## config.mk

```make
export PLATFORM = sky130hd
export DESIGN_NAME = mavlink2_frame_packer_unit_flat
export DESIGN_NICKNAME = d
export VERILOG_FILES = /design/src/hw/rtl/mfp_pkg.sv /design/src/hw/rtl/mfp_in_if.sv /design/src/hw/rtl/mfp_out_if.sv /design/src/hw/rtl/mfp_cfg_if.sv /design/src/hw/rtl/mfp_front.sv /design/src/hw/rtl/mfp_queue.sv /design/src/hw/rtl/mfp_back.sv /design/src/hw/rtl/mavlink2_frame_packer_unit.sv /design/src/flat_wrapper.sv
export SDC_FILE = /design/constraint.sdc
export NUM_CORES = 1
export LEC_CHECK = 0
export ABC_CLOCK_PERIOD_IN_PS = 4180
export BUFFER_PORTS_ARGS = -buffer_cell sky130_fd_sc_hd__buf_2
export CAP_MARGIN = 30
export CORE_UTILIZATION = 40
export CTS_BUF_LIST = sky130_fd_sc_hd__clkbuf_2 sky130_fd_sc_hd__clkbuf_4 sky130_fd_sc_hd__clkbuf_8
export CTS_CLUSTER_SIZE = 12
export DETAILED_ROUTE_END_ITERATION = 8
export PLACE_DENSITY = 0.55
export RECOVER_POWER = 25
export SYNTH_ARGS = -nofsm -noshare
export SYNTH_HDL_FRONTEND = slang
export SYNTH_SLANG_ARGS = --single-unit
```

## constraint.sdc

```tcl
create_clock -name clk -period 4.18 [get_ports clk]
set_input_delay 0.209 -clock clk [delete_from_list [all_inputs] [get_ports clk]]
set_output_delay 0.209 -clock clk [all_outputs]
set_load 0.02 [all_outputs]
```

## src/hw/rtl/mfp_pkg.sv

```systemverilog
// Shared types, constants and CRC helper for the MAVLink v2 frame packer.
package mfp_pkg;

    localparam int BYTE_W   = 8;
    localparam int MSGID_W  = 24;
    localparam int CFG_IDX_W = 1;
    localparam int HDR_IDX_W = 4;

    // Item operation codes
    localparam logic OP_START   = 1'b0;
    localparam logic OP_PAYLOAD = 1'b1;

    // Configuration register indexes
    localparam logic [CFG_IDX_W-1:0] REG_SYSTEM_ID    = 1'b0;
    localparam logic [CFG_IDX_W-1:0] REG_COMPONENT_ID = 1'b1;

    localparam logic [15:0]       CRC_SEED     = 16'hFFFF;
    localparam logic [BYTE_W-1:0] MAGIC_V2     = 8'hFD;
    localparam logic [BYTE_W-1:0] SYSTEM_ID_RST    = 8'hFF;
    localparam logic [BYTE_W-1:0] COMPONENT_ID_RST = 8'd190;

    // Header byte positions after the magic byte
    localparam logic [HDR_IDX_W-1:0] HDR_LEN   = 4'd1;
    localparam logic [HDR_IDX_W-1:0] HDR_SEQ   = 4'd4;
    localparam logic [HDR_IDX_W-1:0] HDR_SYS   = 4'd5;
    localparam logic [HDR_IDX_W-1:0] HDR_COMP  = 4'd6;
    localparam logic [HDR_IDX_W-1:0] HDR_ID0   = 4'd7;
    localparam logic [HDR_IDX_W-1:0] HDR_ID1   = 4'd8;
    localparam logic [HDR_IDX_W-1:0] HDR_ID2   = 4'd9;
    localparam logic [HDR_IDX_W-1:0] HDR_LAST  = 4'd9;

    // One request handed from the front to the back
    typedef struct packed {
        logic                is_start;
        logic                last;
        logic [BYTE_W-1:0]   data;
        logic [MSGID_W-1:0]  message_id;
        logic [BYTE_W-1:0]   sequence_number;
        logic [BYTE_W-1:0]   crc_extra_byte;
        logic [BYTE_W-1:0]   payload_length;
        logic [BYTE_W-1:0]   system_id;
        logic [BYTE_W-1:0]   component_id;
    } entry_t;

    // X.25 / MCRF4XX fold of one byte
    function automatic logic [15:0] crc_fold(input logic [15:0] crc,
                                             input logic [BYTE_W-1:0] b);
        logic [BYTE_W-1:0] t;
        t = b ^ crc[7:0];
        t = t ^ {t[3:0], 4'b0000};
        return {8'h00, crc[15:8]} ^ {t, 8'h00} ^ {5'b00000, t, 3'b000}
             ^ {12'h000, t[7:4]};
    endfunction

    // Header bytes one to nine; the flag bytes read as zero
    function automatic logic [BYTE_W-1:0] header_byte(input entry_t e,
                                                     input logic [HDR_IDX_W-1:0] idx);
        logic [BYTE_W-1:0] b;
        b = '0;
        case (idx)
            HDR_LEN:  b = e.payload_length;
            HDR_SEQ:  b = e.sequence_number;
            HDR_SYS:  b = e.system_id;
            HDR_COMP: b = e.component_id;
            HDR_ID0:  b = e.message_id[7:0];
            HDR_ID1:  b = e.message_id[15:8];
            HDR_ID2:  b = e.message_id[23:16];
            default:  b = '0;
        endcase
        return b;
    endfunction

endpackage

```

## src/hw/rtl/mfp_in_if.sv

```systemverilog
// Input item channel of the frame packer.
interface mfp_in_if;
    logic                             valid;
    logic                             ready;
    logic                             operation;
    logic [mfp_pkg::MSGID_W-1:0]      message_id;
    logic [mfp_pkg::BYTE_W-1:0]       sequence_number;
    logic [mfp_pkg::BYTE_W-1:0]       crc_extra_byte;
    logic [mfp_pkg::BYTE_W-1:0]       payload_length;
    logic [mfp_pkg::BYTE_W-1:0]       payload_byte;

    modport source (output valid, operation, message_id, sequence_number,
                    crc_extra_byte, payload_length, payload_byte, input ready);
    modport sink   (input valid, operation, message_id, sequence_number,
                    crc_extra_byte, payload_length, payload_byte, output ready);
endinterface

```

## src/hw/rtl/mfp_out_if.sv

```systemverilog
// Output byte channel of the frame packer.
interface mfp_out_if;
    logic                        valid;
    logic                        ready;
    logic [mfp_pkg::BYTE_W-1:0]  frame_byte;
    logic                        frame_end;

    modport source (output valid, frame_byte, frame_end, input ready);
    modport sink   (input valid, frame_byte, frame_end, output ready);
endinterface

```

## src/hw/rtl/mfp_cfg_if.sv

```systemverilog
// Configuration write channel of the frame packer.
interface mfp_cfg_if;
    logic                           valid;
    logic                           ready;
    logic [mfp_pkg::CFG_IDX_W-1:0]  index;
    logic [mfp_pkg::BYTE_W-1:0]     data;

    modport source (output valid, index, data, input ready);
    modport sink   (input valid, index, data, output ready);
endinterface

```

## src/hw/rtl/mfp_front.sv

```systemverilog
// Front end: accepts items, tracks the open frame and queues requests.
module mfp_front (
    input  logic                        clk,
    input  logic                        rst_n,
    mfp_in_if.sink                      items,
    input  logic [mfp_pkg::BYTE_W-1:0]  system_id,
    input  logic [mfp_pkg::BYTE_W-1:0]  component_id,
    output logic                        push_valid,
    input  logic                        push_ready,
    output mfp_pkg::entry_t             push_entry
);

    logic                        open_reg;
    logic                        open_next;
    logic [mfp_pkg::BYTE_W-1:0]  remaining_reg;
    logic [mfp_pkg::BYTE_W-1:0]  remaining_next;
    logic                        accept;
    logic                        is_start;

    assign items.ready = push_ready;

    always_comb
    begin
        accept   = items.valid && items.ready;
        is_start = (items.operation == mfp_pkg::OP_START);

        push_entry.is_start        = is_start;
        push_entry.last            = is_start ? (items.payload_length == '0)
                                              : (remaining_reg == 8'd1);
        push_entry.data            = items.payload_byte;
        push_entry.message_id      = items.message_id;
        push_entry.sequence_number = items.sequence_number;
        push_entry.crc_extra_byte  = items.crc_extra_byte;
        push_entry.payload_length  = items.payload_length;
        push_entry.system_id       = system_id;
        push_entry.component_id    = component_id;

        // drop payload bytes that arrive outside a frame
        push_valid = accept && (is_start || open_reg);

        open_next      = open_reg;
        remaining_next = remaining_reg;
        if (accept)
        begin
            if (is_start)
            begin
                open_next      = (items.payload_length != '0);
                remaining_next = items.payload_length;
            end
            else if (open_reg)
            begin
                open_next      = (remaining_reg != 8'd1);
                remaining_next = remaining_reg - 8'd1;
            end
        end
    end

    always_ff @(posedge clk or negedge rst_n)
    begin
        if (!rst_n)
        begin
            open_reg      <= 1'b0;
            remaining_reg <= '0;
        end
        else
        begin
            open_reg      <= open_next;
            remaining_reg <= remaining_next;
        end
    end

    a_open_tracks_count: assert property (@(posedge clk) disable iff (!rst_n)
        open_reg == (remaining_reg != '0))
        else $error("frame open flag disagrees with byte count");

endmodule

```

## src/hw/rtl/mfp_queue.sv

```systemverilog
// Short request queue between front and back.
module mfp_queue #(
    parameter int DEPTH = 4
) (
    input  logic             clk,
    input  logic             rst_n,
    input  logic             push_valid,
    output logic             push_ready,
    input  mfp_pkg::entry_t  push_entry,
    output logic             pop_valid,
    input  logic             pop_ready,
    output mfp_pkg::entry_t  pop_entry
);

    localparam int PTR_W = (DEPTH > 1) ? $clog2(DEPTH) : 1;
    localparam int CNT_W = $clog2(DEPTH + 1);

    mfp_pkg::entry_t   slots_reg [DEPTH];
    logic [PTR_W-1:0]  wr_ptr_reg;
    logic [PTR_W-1:0]  wr_ptr_next;
    logic [PTR_W-1:0]  rd_ptr_reg;
    logic [PTR_W-1:0]  rd_ptr_next;
    logic [CNT_W-1:0]  count_reg;
    logic [CNT_W-1:0]  count_next;
    logic              push_fire;
    logic              pop_fire;

    always_comb
    begin
        push_ready = (count_reg != CNT_W'(DEPTH));
        pop_valid  = (count_reg != '0);
        pop_entry  = slots_reg[rd_ptr_reg];
        push_fire  = push_valid && push_ready;
        pop_fire   = pop_valid && pop_ready;

        wr_ptr_next = wr_ptr_reg;
        if (push_fire)
            wr_ptr_next = (wr_ptr_reg == PTR_W'(DEPTH - 1)) ? '0 : wr_ptr_reg + 1'b1;
        rd_ptr_next = rd_ptr_reg;
        if (pop_fire)
            rd_ptr_next = (rd_ptr_reg == PTR_W'(DEPTH - 1)) ? '0 : rd_ptr_reg + 1'b1;

        count_next = count_reg;
        if (push_fire && !pop_fire)
            count_next = count_reg + 1'b1;
        else if (pop_fire && !push_fire)
            count_next = count_reg - 1'b1;
    end

    always_ff @(posedge clk)
    begin
        if (push_fire)
            slots_reg[wr_ptr_reg] <= push_entry;
    end

    always_ff @(posedge clk or negedge rst_n)
    begin
        if (!rst_n)
        begin
            wr_ptr_reg <= '0;
            rd_ptr_reg <= '0;
            count_reg  <= '0;
        end
        else
        begin
            wr_ptr_reg <= wr_ptr_next;
            rd_ptr_reg <= rd_ptr_next;
            count_reg  <= count_next;
        end
    end

    a_count_bound: assert property (@(posedge clk) disable iff (!rst_n)
        count_reg <= CNT_W'(DEPTH))
        else $error("queue count beyond depth");

    a_count_up: assert property (@(posedge clk) disable iff (!rst_n)
        push_fire && !pop_fire |=> count_reg == CNT_W'($past(count_reg) + 1'b1))
        else $error("queue count did not follow a push");

endmodule

```

## src/hw/rtl/mfp_back.sv

```systemverilog
// Back end: serializes header, payload and CRC bytes into the output register.
module mfp_back (
    input  logic             clk,
    input  logic             rst_n,
    input  logic             pop_valid,
    output logic             pop_ready,
    input  mfp_pkg::entry_t  pop_entry,
    mfp_out_if.source        frames
);

    localparam logic [1:0] S_IDLE   = 2'd0;
    localparam logic [1:0] S_HDR    = 2'd1;
    localparam logic [1:0] S_CRC_LO = 2'd2;
    localparam logic [1:0] S_CRC_HI = 2'd3;

    logic [1:0]                       state_reg;
    logic [1:0]                       state_next;
    logic [mfp_pkg::HDR_IDX_W-1:0]    idx_reg;
    logic [mfp_pkg::HDR_IDX_W-1:0]    idx_next;
    logic [15:0]                      crc_reg;
    logic [15:0]                      crc_next;
    logic [15:0]                      crc_final;
    logic [mfp_pkg::BYTE_W-1:0]       extra_reg;
    logic [mfp_pkg::BYTE_W-1:0]       extra_next;
    mfp_pkg::entry_t                  hdr_reg;
    mfp_pkg::entry_t                  hdr_next;
    logic                             out_valid_reg;
    logic                             out_valid_next;
    logic [mfp_pkg::BYTE_W-1:0]       out_byte_reg;
    logic [mfp_pkg::BYTE_W-1:0]       out_byte_next;
    logic                             out_end_reg;
    logic                             out_end_next;
    logic                             adv;
    logic                             emit;

    assign frames.valid      = out_valid_reg;
    assign frames.frame_byte = out_byte_reg;
    assign frames.frame_end  = out_end_reg;

    always_comb
    begin
        adv       = !out_valid_reg || frames.ready;
        pop_ready = adv && (state_reg == S_IDLE);
        crc_final = mfp_pkg::crc_fold(crc_reg, extra_reg);

        state_next    = state_reg;
        idx_next      = idx_reg;
        crc_next      = crc_reg;
        extra_next    = extra_reg;
        hdr_next      = hdr_reg;
        emit          = 1'b0;
        out_byte_next = out_byte_reg;
        out_end_next  = out_end_reg;

        if (adv)
        begin
            unique case (state_reg)
                S_IDLE:
                begin
                    if (pop_valid)
                    begin
                        emit = 1'b1;
                        out_end_next = 1'b0;
                        if (pop_entry.is_start)
                        begin
                            // new header abandons any unfinished frame
                            out_byte_next = mfp_pkg::MAGIC_V2;
                            crc_next      = mfp_pkg::CRC_SEED;
                            extra_next    = pop_entry.crc_extra_byte;
                            hdr_next      = pop_entry;
                            idx_next      = mfp_pkg::HDR_LEN;
                            state_next    = S_HDR;
                        end
                        else
                        begin
                            out_byte_next = pop_entry.data;
                            crc_next      = mfp_pkg::crc_fold(crc_reg, pop_entry.data);
                            if (pop_entry.last)
                                state_next = S_CRC_LO;
                        end
                    end
                end
                S_HDR:
                begin
                    emit          = 1'b1;
                    out_end_next  = 1'b0;
                    out_byte_next = mfp_pkg::header_byte(hdr_reg, idx_reg);
                    crc_next      = mfp_pkg::crc_fold(crc_reg, out_byte_next);
                    idx_next      = idx_reg + 1'b1;
                    if (idx_reg == mfp_pkg::HDR_LAST)
                        state_next = hdr_reg.last ? S_CRC_LO : S_IDLE;
                end
                S_CRC_LO:
                begin
                    emit          = 1'b1;
                    out_end_next  = 1'b0;
                    out_byte_next = crc_final[7:0];
                    crc_next      = crc_final;
                    state_next    = S_CRC_HI;
                end
                S_CRC_HI:
                begin
                    emit          = 1'b1;
                    out_end_next  = 1'b1;
                    out_byte_next = crc_reg[15:8];
                    state_next    = S_IDLE;
                end
                default:
                begin
                    state_next = S_IDLE;
                end
            endcase
        end

        out_valid_next = emit ? 1'b1 : (out_valid_reg && !frames.ready);
    end

    always_ff @(posedge clk)
    begin
        crc_reg      <= crc_next;
        extra_reg    <= extra_next;
        hdr_reg      <= hdr_next;
        out_byte_reg <= out_byte_next;
    end

    always_ff @(posedge clk or negedge rst_n)
    begin
        if (!rst_n)
        begin
            state_reg     <= S_IDLE;
            idx_reg       <= mfp_pkg::HDR_LEN;
            out_valid_reg <= 1'b0;
            out_end_reg   <= 1'b0;
        end
        else
        begin
            state_reg     <= state_next;
            idx_reg       <= idx_next;
            out_valid_reg <= out_valid_next;
            out_end_reg   <= out_end_next;
        end
    end

    a_pop_only_idle: assert property (@(posedge clk) disable iff (!rst_n)
        pop_valid && pop_ready |-> state_reg == S_IDLE)
        else $error("request taken while a frame step is pending");

    a_hdr_idx_range: assert property (@(posedge clk) disable iff (!rst_n)
        state_reg == S_HDR |-> idx_reg >= mfp_pkg::HDR_LEN && idx_reg <= mfp_pkg::HDR_LAST)
        else $error("header index out of range");

    a_end_after_crc: assert property (@(posedge clk) disable iff (!rst_n)
        $rose(out_end_reg) |-> $past(state_reg == S_CRC_HI))
        else $error("frame end raised outside the high CRC step");

endmodule

```

## src/hw/rtl/mavlink2_frame_packer_unit.sv

```systemverilog
// Top level of the MAVLink v2 frame packer.
// Usage:
//   items  : request channel. operation 0 opens a frame with message_id,
//            sequence_number, crc_extra_byte and payload_length; operation 1
//            carries one payload_byte. Payload outside a frame is taken and dropped.
//   frames : byte stream, frame_end marks the high CRC byte of each frame.
//   cfg    : register writes (index 0 system id, index 1 component id), always ready.
// Timing: an accepted request enters the queue at once; its first byte passes
//   from the queue slot through the output register to frames. A start request
//   yields ten header bytes (then the two CRC bytes with a zero length), a payload byte
//   one byte, the last payload byte also the two CRC bytes. The back end serializer sets
//   the rate: one byte, so one payload request, per cycle while frames.ready is high.
// Stall: when frames.ready is low the output register holds its byte, the
//   back end stops, and items.ready falls once the QUEUE_DEPTH-entry queue fills.
// Reset: clears the queue, frame state and output valid; system id reads 255 and
//   component id 190.
module mavlink2_frame_packer_unit #(
    parameter int QUEUE_DEPTH = 4
) (
    input  logic      clk,
    input  logic      rst_n,
    mfp_in_if.sink    items,
    mfp_out_if.source frames,
    mfp_cfg_if.sink   cfg
);

    logic [mfp_pkg::BYTE_W-1:0]  system_id_reg;
    logic [mfp_pkg::BYTE_W-1:0]  component_id_reg;
    logic                        push_valid;
    logic                        push_ready;
    mfp_pkg::entry_t             push_entry;
    logic                        pop_valid;
    logic                        pop_ready;
    mfp_pkg::entry_t             pop_entry;

    assign cfg.ready = 1'b1;

    always_ff @(posedge clk or negedge rst_n)
    begin
        if (!rst_n)
        begin
            system_id_reg    <= mfp_pkg::SYSTEM_ID_RST;
            component_id_reg <= mfp_pkg::COMPONENT_ID_RST;
        end
        else if (cfg.valid && cfg.ready)
        begin
            unique case (cfg.index)
                mfp_pkg::REG_SYSTEM_ID:    system_id_reg    <= cfg.data;
                mfp_pkg::REG_COMPONENT_ID: component_id_reg <= cfg.data;
                default:                   system_id_reg    <= system_id_reg;
            endcase
        end
    end

    mfp_front u_front (
        .clk          (clk),
        .rst_n        (rst_n),
        .items        (items),
        .system_id    (system_id_reg),
        .component_id (component_id_reg),
        .push_valid   (push_valid),
        .push_ready   (push_ready),
        .push_entry   (push_entry)
    );

    mfp_queue #(
        .DEPTH (QUEUE_DEPTH)
    ) u_queue (
        .clk        (clk),
        .rst_n      (rst_n),
        .push_valid (push_valid),
        .push_ready (push_ready),
        .push_entry (push_entry),
        .pop_valid  (pop_valid),
        .pop_ready  (pop_ready),
        .pop_entry  (pop_entry)
    );

    mfp_back u_back (
        .clk       (clk),
        .rst_n     (rst_n),
        .pop_valid (pop_valid),
        .pop_ready (pop_ready),
        .pop_entry (pop_entry),
        .frames    (frames)
    );

endmodule
```

## src/flat_wrapper.sv

```systemverilog
// flat-port wrapper written by rule: the top's interface ports become plain ports
module mavlink2_frame_packer_unit_flat 
#(
    parameter int QUEUE_DEPTH = 4
)
  (clk, rst_n, items_valid, items_operation, items_message_id, items_sequence_number, items_crc_extra_byte, items_payload_length, items_payload_byte, items_ready, frames_valid, frames_frame_byte, frames_frame_end, frames_ready, cfg_valid, cfg_index, cfg_data, cfg_ready);
  mfp_in_if items_i ();
  mfp_out_if frames_i ();
  mfp_cfg_if cfg_i ();
  input  logic clk;
  input  logic rst_n;
  input wire logic [$bits(items_i.valid)-1:0] items_valid;
  input wire logic [$bits(items_i.operation)-1:0] items_operation;
  input wire logic [$bits(items_i.message_id)-1:0] items_message_id;
  input wire logic [$bits(items_i.sequence_number)-1:0] items_sequence_number;
  input wire logic [$bits(items_i.crc_extra_byte)-1:0] items_crc_extra_byte;
  input wire logic [$bits(items_i.payload_length)-1:0] items_payload_length;
  input wire logic [$bits(items_i.payload_byte)-1:0] items_payload_byte;
  output wire logic [$bits(items_i.ready)-1:0] items_ready;
  output wire logic [$bits(frames_i.valid)-1:0] frames_valid;
  output wire logic [$bits(frames_i.frame_byte)-1:0] frames_frame_byte;
  output wire logic [$bits(frames_i.frame_end)-1:0] frames_frame_end;
  input wire logic [$bits(frames_i.ready)-1:0] frames_ready;
  input wire logic [$bits(cfg_i.valid)-1:0] cfg_valid;
  input wire logic [$bits(cfg_i.index)-1:0] cfg_index;
  input wire logic [$bits(cfg_i.data)-1:0] cfg_data;
  output wire logic [$bits(cfg_i.ready)-1:0] cfg_ready;
  assign items_i.valid = items_valid;
  assign items_i.operation = items_operation;
  assign items_i.message_id = items_message_id;
  assign items_i.sequence_number = items_sequence_number;
  assign items_i.crc_extra_byte = items_crc_extra_byte;
  assign items_i.payload_length = items_payload_length;
  assign items_i.payload_byte = items_payload_byte;
  assign items_ready = items_i.ready;
  assign frames_valid = frames_i.valid;
  assign frames_frame_byte = frames_i.frame_byte;
  assign frames_frame_end = frames_i.frame_end;
  assign frames_i.ready = frames_ready;
  assign cfg_i.valid = cfg_valid;
  assign cfg_i.index = cfg_index;
  assign cfg_i.data = cfg_data;
  assign cfg_ready = cfg_i.ready;
  mavlink2_frame_packer_unit #(.QUEUE_DEPTH(QUEUE_DEPTH)) u_core (.clk(clk), .rst_n(rst_n), .items(items_i), .frames(frames_i), .cfg(cfg_i));
endmodule
```

==> results of run 1 <==
==> metrics by stage <==
stage / total power [W] / worst slack (ps) / instance area, um^2
2_1_floorplan: 0.0106 / 621 / 17600
5_1_grt: 0.0170 / 846 / 20800
6_report: 0.0161 / 1030 / 20800
3_3_place_gp: 0.0121 / 1170 / 18700
3_5_place_dp: 0.0122 / 1060 / 18700
4_1_cts: 0.0163 / 1060 / 20900
==> synthesized netlist by cell type, types with 12 or more instances <==
| master | number | area, um^2 |
|---|---|---|
| edfxtp_1 | 385 | 11600 |
| mux4_2 | 74 | 1670 |
| nand2_1 | 62 | 233 |
| a21oi_1 | 26 | 130 |
| dfrtp_1 | 25 | 626 |
| nor2_1 | 24 | 90.1 |
| xnor2_1 | 22 | 193 |
| mux2_2 | 21 | 236 |
| o21ai_0 | 21 | 105 |
| o22ai_1 | 19 | 119 |
| clkbuf_1 | 18 | 67.6 |
| inv_1 | 18 | 67.6 |
| ha_1 | 16 | 200 |
| nand3_1 | 16 | 80.1 |
| dfstp_2 | 15 | 394 |
| buf_2 | 13 | 65.1 |
| a22oi_1 | 12 | 90.1 |
==> logic make-up after synthesis <==
group | synth area share
buffers and inverters | 0.0181
adders and majority gates | 0.0125
other | 0.000214
and+or+nand+nor | 0.0455
xor gates and xnor gates | 0.0291
AOI/OAI and AO/OA | 0.0673
DFF | 0.717
muxes | 0.111
==> placed cells by master (no fill, tap or decap), drive strengths merged, types with 24 or more instances in the layout <==
cell type	synthesis	final
edfxtp	385	385
clkbuf	18	153
mux4	74	74
dlygate4sd3	0	68
nand2	62	62
buf	28	42
xnor2	29	29
a21oi	26	26
dfrtp	25	25
nor2	24	24
==> final cells by class <==
cell class              instances  area [um^2]  share of cell area
repair buffers                166         1210              0.0580
flip-flops and latches        425        12600               0.605
clock inverters                30          334              0.0160
inverters                      19         71.3             0.00343
well taps                     585          732              0.0352
clock buffers                  97         1200              0.0578
multi-input cells             483         4680               0.225
==> worst max-delay path by stage <==
| stage | cells past startpoint | from | slack (ps) | to |
|---|---|---|---|---|
| final | 8 | u_core.u_back.idx_reg[0] | 1030 | u_core.u_back.crc_reg[3] |
| after floorplan | 6 | u_core.u_queue.count_reg[0] | 620 | u_core.u_queue.slots_reg[0][0] |
| after CTS | 8 | u_core.u_back.idx_reg[0] | 1060 | u_core.u_back.crc_reg[3] |
| after global routing | 6 | u_core.u_back.idx_reg[3] | 850 | u_core.u_back.crc_reg[2] |
| after global placement | 6 | u_core.u_back.idx_reg[3] | 1170 | u_core.u_back.crc_reg[2] |
| after detailed placement | 8 | u_core.u_back.idx_reg[0] | 1060 | u_core.u_back.crc_reg[3] |
==> worst reg2reg max path, delay by kind of cell, from the launching register on <==
family | cells | cell delay (ps)
buffers and inverters | 1 | 80
DFF | 1 | 570
adders and majority gates | 1 | 370
AOI/OAI and AO/OA | 4 | 1220
and+or+nand+nor | 2 | 650
==> report_power, final <==
group | total [W] | switching [W] | internal, W
combinational | 0.00555 | 0.00311 | 0.00244
sequential | 0.00657 | 0.000577 | 0.00599
clock | 0.00397 | 0.00166 | 0.00231
==> routing by layer <==
| metal | share of wire | wire length [um] | track usage | vias to the layer above |
|---|---|---|---|---|
| met2 | 0.48 | 18500 | 0.283 | 281 |
| met3 | 0.057 | 2220 | 0.0371 | 61 |
| met4 | 0.018 | 690 | 0.0610 | 0 |
| met1 | 0.45 | 17300 | 0.249 | 4833 |
| met5 | 0 | 0 | 0 | - |
| li1 | - | - | - | 4325 |
==> what timing repair did <==
item | 4_1_cts | 5_1_grt
setup endpoints to repair | 0 | 0
hold buffers | 68 | 0
endpoints found under the hold margin | 274 | 0
==> impl_metrics.csv, run 1 <==
group,metric,value,unit
yosys,syn-num-nets,1061,
yosys,seq_area_frac_synth,0.717,
drt,viasPerCell,5.26,
placed_design,port_buffers,81,
placed_design,gp_congestion,0.851,
timing,maxSlewHeadroom,0.341,
floorplan,ios,83,
final_layout,fin_cells,1805,
final_layout,fill_cells,3722,
flow_run,maxCapViolations,0,
drt,drt-initial-drc-count,689,
clocking,root_buffer,"clkbuf_8",
worst_setup_path,worst_ep_arrival_time,3520,ps
grt,grt_max_degree,66,
yosys,async_reset_ff_frac,0.0941,
clocking,ctsLongestPathBuffers,3,
drt,wl_per_cell,21.5,um
grt,grt_pass1_vias,9631,
worst_setup_path,r2r_slack,1030,ps
worst_hold_path,hold_path_class,"input port to asynchronous set/reset pin",
grt,grt_pass1_wl,58.9,mm
timing,tns,0,ps
final_layout,final_nets,1255,
drt,firstDrtPassIters,5,
timing,whs,154,ps
timing,fin_crit,3150,ps
clocking,htree_num_levels,3,
drt,vias,9500,
yosys,syn_area,17600,um^2
timing,hold_viol,0,
final_layout,synthToLayoutAreaGrowth,18.6,%
worst_setup_path,cp-start-kind,"flip-flop",
floorplan,rows,76,
timing,tightest_slew,984,ps
clocking,cts_resized,0,
yosys,synth-edff-count,385,
final_layout,utilization,0.482,
worst_setup_path,r2r_cells,8,
worst_setup_path,cpPeakStageDelay,600,ps
yosys,synth_cells,973,
worst_setup_path,critical_path.cell_chain,"inv_1 -> ha_1 -> a22oi_1 -> o2bb2ai_1 -> or4_1 -> a211oi_2 -> o2111a_1 -> nor3_1",
floorplan,initial_core_util,0.407,
grt,antenna_found_initial,0,
timing,grt_setup_unrepaired,"false",
yosys,yosys_warnings,0,
clocking,clock_sinks,425,
power,ir_drop,0.378,mV
timing,fin_skew,33.4,ps
clocking,clk_pin_slew,60,ps
worst_setup_path,cp.required,4550,ps
placed_design,place_inst,1609,
yosys,synth_ff_type,"edfxtp_1",
grt,overflow,0,
floorplan,die-area,44700,um^2
yosys,synthDistinctLibCells,85,
grt,grt_usage,0.180,
final_layout,num_antenna_cells,0,
drt,drt_wl_total,38.7,mm
timing,max_freq,317,MHz
floorplan,die_h,212,um
placed_design,dp_hpwl,24.4,mm
worst_setup_path,cp_max_fo,13,
worst_setup_path,worstSetupPathType,"flip-flop to flip-flop",
worst_setup_path,slowest_stage,"or4_1",
clocking,cts_tree,"yes",
drt,drc,0,
worst_setup_path,r2r-start,"u_core.u_back.idx_reg[0]",
worst_setup_path,r2r-end,"u_core.u_back.crc_reg[3]",
power,leakage,7.06,nW
worst_setup_path,path_buf_inv,1,
timing,setup_viol,0,
clocking,clk_latency,640,ps
yosys,ys_ff_latch,425,
clocking,post_cts.repair.setup_buffers,0,
timing,finalCritPeriodShare,0.754,
worst_setup_path,endpoint_kind,"flip-flop",
drt,ant_nets,0,
final_layout,largest_reg_flops,296,
timing,slew_violations,0,
clocking,cts_buffers,72,
yosys,synth.avg_cell_area,18.0,um^2
power,powerDensity,772,nW/um^2
floorplan,fp.dieW,212,um
run_status,status,"complete, no violations",
floorplan,core,43200,um^2
worst_setup_path,crit_family,"compound AO/OA/AOI/OAI gates",
final_layout,drive_above_1_share,0.243,
No activity file was read; power rests on OpenSTA's default activity.
==> inputs of run 2 (changes only) <==
- ABC_AREA: default -> 1
- ABC_CLOCK_PERIOD_IN_PS: 4180 -> 2500
- clock period: 4.18 -> 2.5 ns (I/O delays scaled with it)
==> impl_metrics.csv, run 2 <==
group,metric,value,unit
power,powerDensity,1260,nW/um^2
timing,grt_setup_unrepaired,"true",
clocking,cts_buffers,74,
clocking,cts_tree,"yes",
grt,grt_pass1_wl,69.2,mm
placed_design,dpl_worst_slack,-70.7,ps
timing,fin_crit,2310,ps
clocking,ctsLongestPathBuffers,3,
placed_design,post_dp_cell_area,19400,um^2
clocking,htree_num_levels,3,
yosys,synth_most_common_cell,"edfxtp_1",
yosys,synth_ff_type,"edfxtp_1",
floorplan,core,44200,um^2
final_layout,final_common_cell,"edfxtp_1",
yosys,synth_top_area_share,0.644,
worst_setup_path,cp-start-kind,"flip-flop",
placed_design,port_buffers,81,
worst_hold_path,hold_path_class,"input port to flip-flop",
timing,maxSlewHeadroom,0.595,
timing,setup_slack,189,ps
drt,viasPerCell,5.11,
timing,max_freq,433,MHz
worst_setup_path,endpoint_kind,"flip-flop",
clocking,clock_sinks,425,
timing,tightest_slew,608,ps
drt,drc,0,
placed_design,dp_hpwl,28.6,mm
yosys,synth-edff-count,385,
worst_setup_path,worstSetupPathType,"flip-flop to flip-flop",
yosys,synthDistinctLibCells,45,
drt,vias,12200,
yosys,syn-num-nets,1609,
floorplan,fp.dieW,214,um
final_layout,layout_common_cells,"edfxtp_1, nand2_1, o21ai_0",
yosys,async_reset_ff_frac,0.0941,
clocking,root_buffer,"clkbuf_8",
yosys,synth_commonest_cells,"edfxtp_1, nand2_1, nor2_1",
timing,fin_skew,41.4,ps
power,leakage,8.00,nW
floorplan,die_h,214,um
timing,slew_violations,0,
drt,wl_per_cell,18.5,um
timing,hold_viol,0,
yosys,seq_area_frac_synth,0.701,
drt,drt_wl_total,44.1,mm
worst_setup_path,worst_ep_arrival_time,2710,ps
worst_setup_path,cp_max_fo,16,
grt,grt_max_degree,113,
floorplan,die-area,45700,um^2
timing,tns,0,ps
worst_setup_path,critPathLaunch,"u_core.u_back.idx_reg[0]",
yosys,ys_ff_latch,425,
flow_run,maxCapViolations,0,
grt,antenna_found_initial,0,
clocking,clk_latency,640,ps
placed_design,gp_congestion,0.942,
final_layout,synthToLayoutAreaGrowth,20.5,%
final_layout,final_nets,1817,
yosys,yosys_warnings,0,
yosys,yosys.area.top_type,"edfxtp_1",
yosys,synth_cells,1521,
grt,grt_usage,0.200,
yosys,synth_area_leaders,"edfxtp_1, nand2_1, o21ai_0",
worst_hold_path,hp-start,"cfg_valid",
clocking,clk_pin_slew,60,ps
floorplan,rows,77,
yosys,synth.avg_cell_area,11.8,um^2
timing,finalCritPeriodShare,0.924,
drt,firstDrtPassIters,5,
worst_setup_path,cp.required,2900,ps
clocking,post_cts.repair.setup_buffers,0,
grt,overflow,0,
drt,drt-initial-drc-count,846,
floorplan,initial_core_util,0.406,
final_layout,largest_reg_flops,296,
yosys,syn_area,17900,um^2
final_layout,drive_above_1_share,0.154,
floorplan,ios,83,
final_layout,stdcell_area,21600,um^2
worst_setup_path,r2r-start,"u_core.u_back.idx_reg[0]",
run_status,status,"complete, no violations",
power,ir_drop,0.592,mV
drt,ant_nets,0,
grt,grt_pass1_vias,11900,
timing,setup_viol,0,
==> run 2: routing by layer <==
layer / share of wire / track usage / wire length, um
met3: 0.048 / 0.0394 / 2120
met5: 0 / 0 / 0
met1: 0.45 / 0.273 / 19900
met4: 0.018 / 0.0599 / 792
met2: 0.48 / 0.325 / 21300
==> run 2: cell type report <==
type,instances,area (um^2)
tap,592,741
fill,3975,22600
clock inverter,22,213
sequential,425,12600
multi-input combinational,922,4700
inverter,97,367
timing repair buffer,209,1640
antenna,1,2.50
clock buffer,115,1380
==> run 2: critical path, cell delays in order, from the launching register on <==
cell     delay [ps]
dfstp_2         560
inv_1            90
ha_2            300
nand4_1         120
o21ai_1          90
nor2_2          190
nand2_1         130
nand2_1         100
nand2_1         130
nand2_1         140
nand3_1          90
nand3_1          80
a21oi_1          70
==> run 2: worst paths after layout <==
kind	end	slack, ps	cells past startpoint
max in group asynchronous	u_core.u_queue.rd_ptr_reg[0]	1850	3
worst min-delay path	u_core.system_id_reg[5]	80	4
min in group asynchronous	u_core.u_back.frames.frame_end	180	3
worst max register to register	u_core.u_back.crc_reg[7]	190	12
worst min register to register	u_core.u_front.open_reg	490	2
worst max-delay path	u_core.u_back.crc_reg[7]	190	12
==> run 2: metrics by stage <==
stage / utilization / std cells / power (W) / hold WS (ps)
after CTS: 0.490 / 2382 / 0.0274 / 16.5
after global routing: 0.489 / 2382 / 0.0290 / 109
final: 0.489 / 2383 / 0.0272 / 77.8
after global placement: 0.439 / 2177 / 0.0204 / 259
after detailed placement: 0.439 / 2177 / 0.0205 / 253
after floorplan: - / 1521 / 0.0170 / -171
==> run 2: report_power, final <==
part | internal, W | switching, W | leakage (nW)
clock | 0.00393 | 0.00278 | 0.849
sequential | 0.00977 | 0.000705 | 3.98
combinational | 0.00323 | 0.00675 | 3.17
==> run 2: logic make-up after synthesis <==
family,synth area share
AO/OA/AOI/OAI,0.0921
XOR/XNOR,0.0198
adder cells (fa/ha/maj),0.0123
buffers and inverters,0.0407
flip-flops,0.701
multiplexers,0.000628
other,0.000209
AND/OR/NAND/NOR,0.133
==> run 2: what timing repair did <==
item / CTS / global route
hold buffers: 68 / 0
hold endpoints to repair: 290 / 0
resized for setup: 2 / 6
endpoints found under the setup margin: 5 / 9
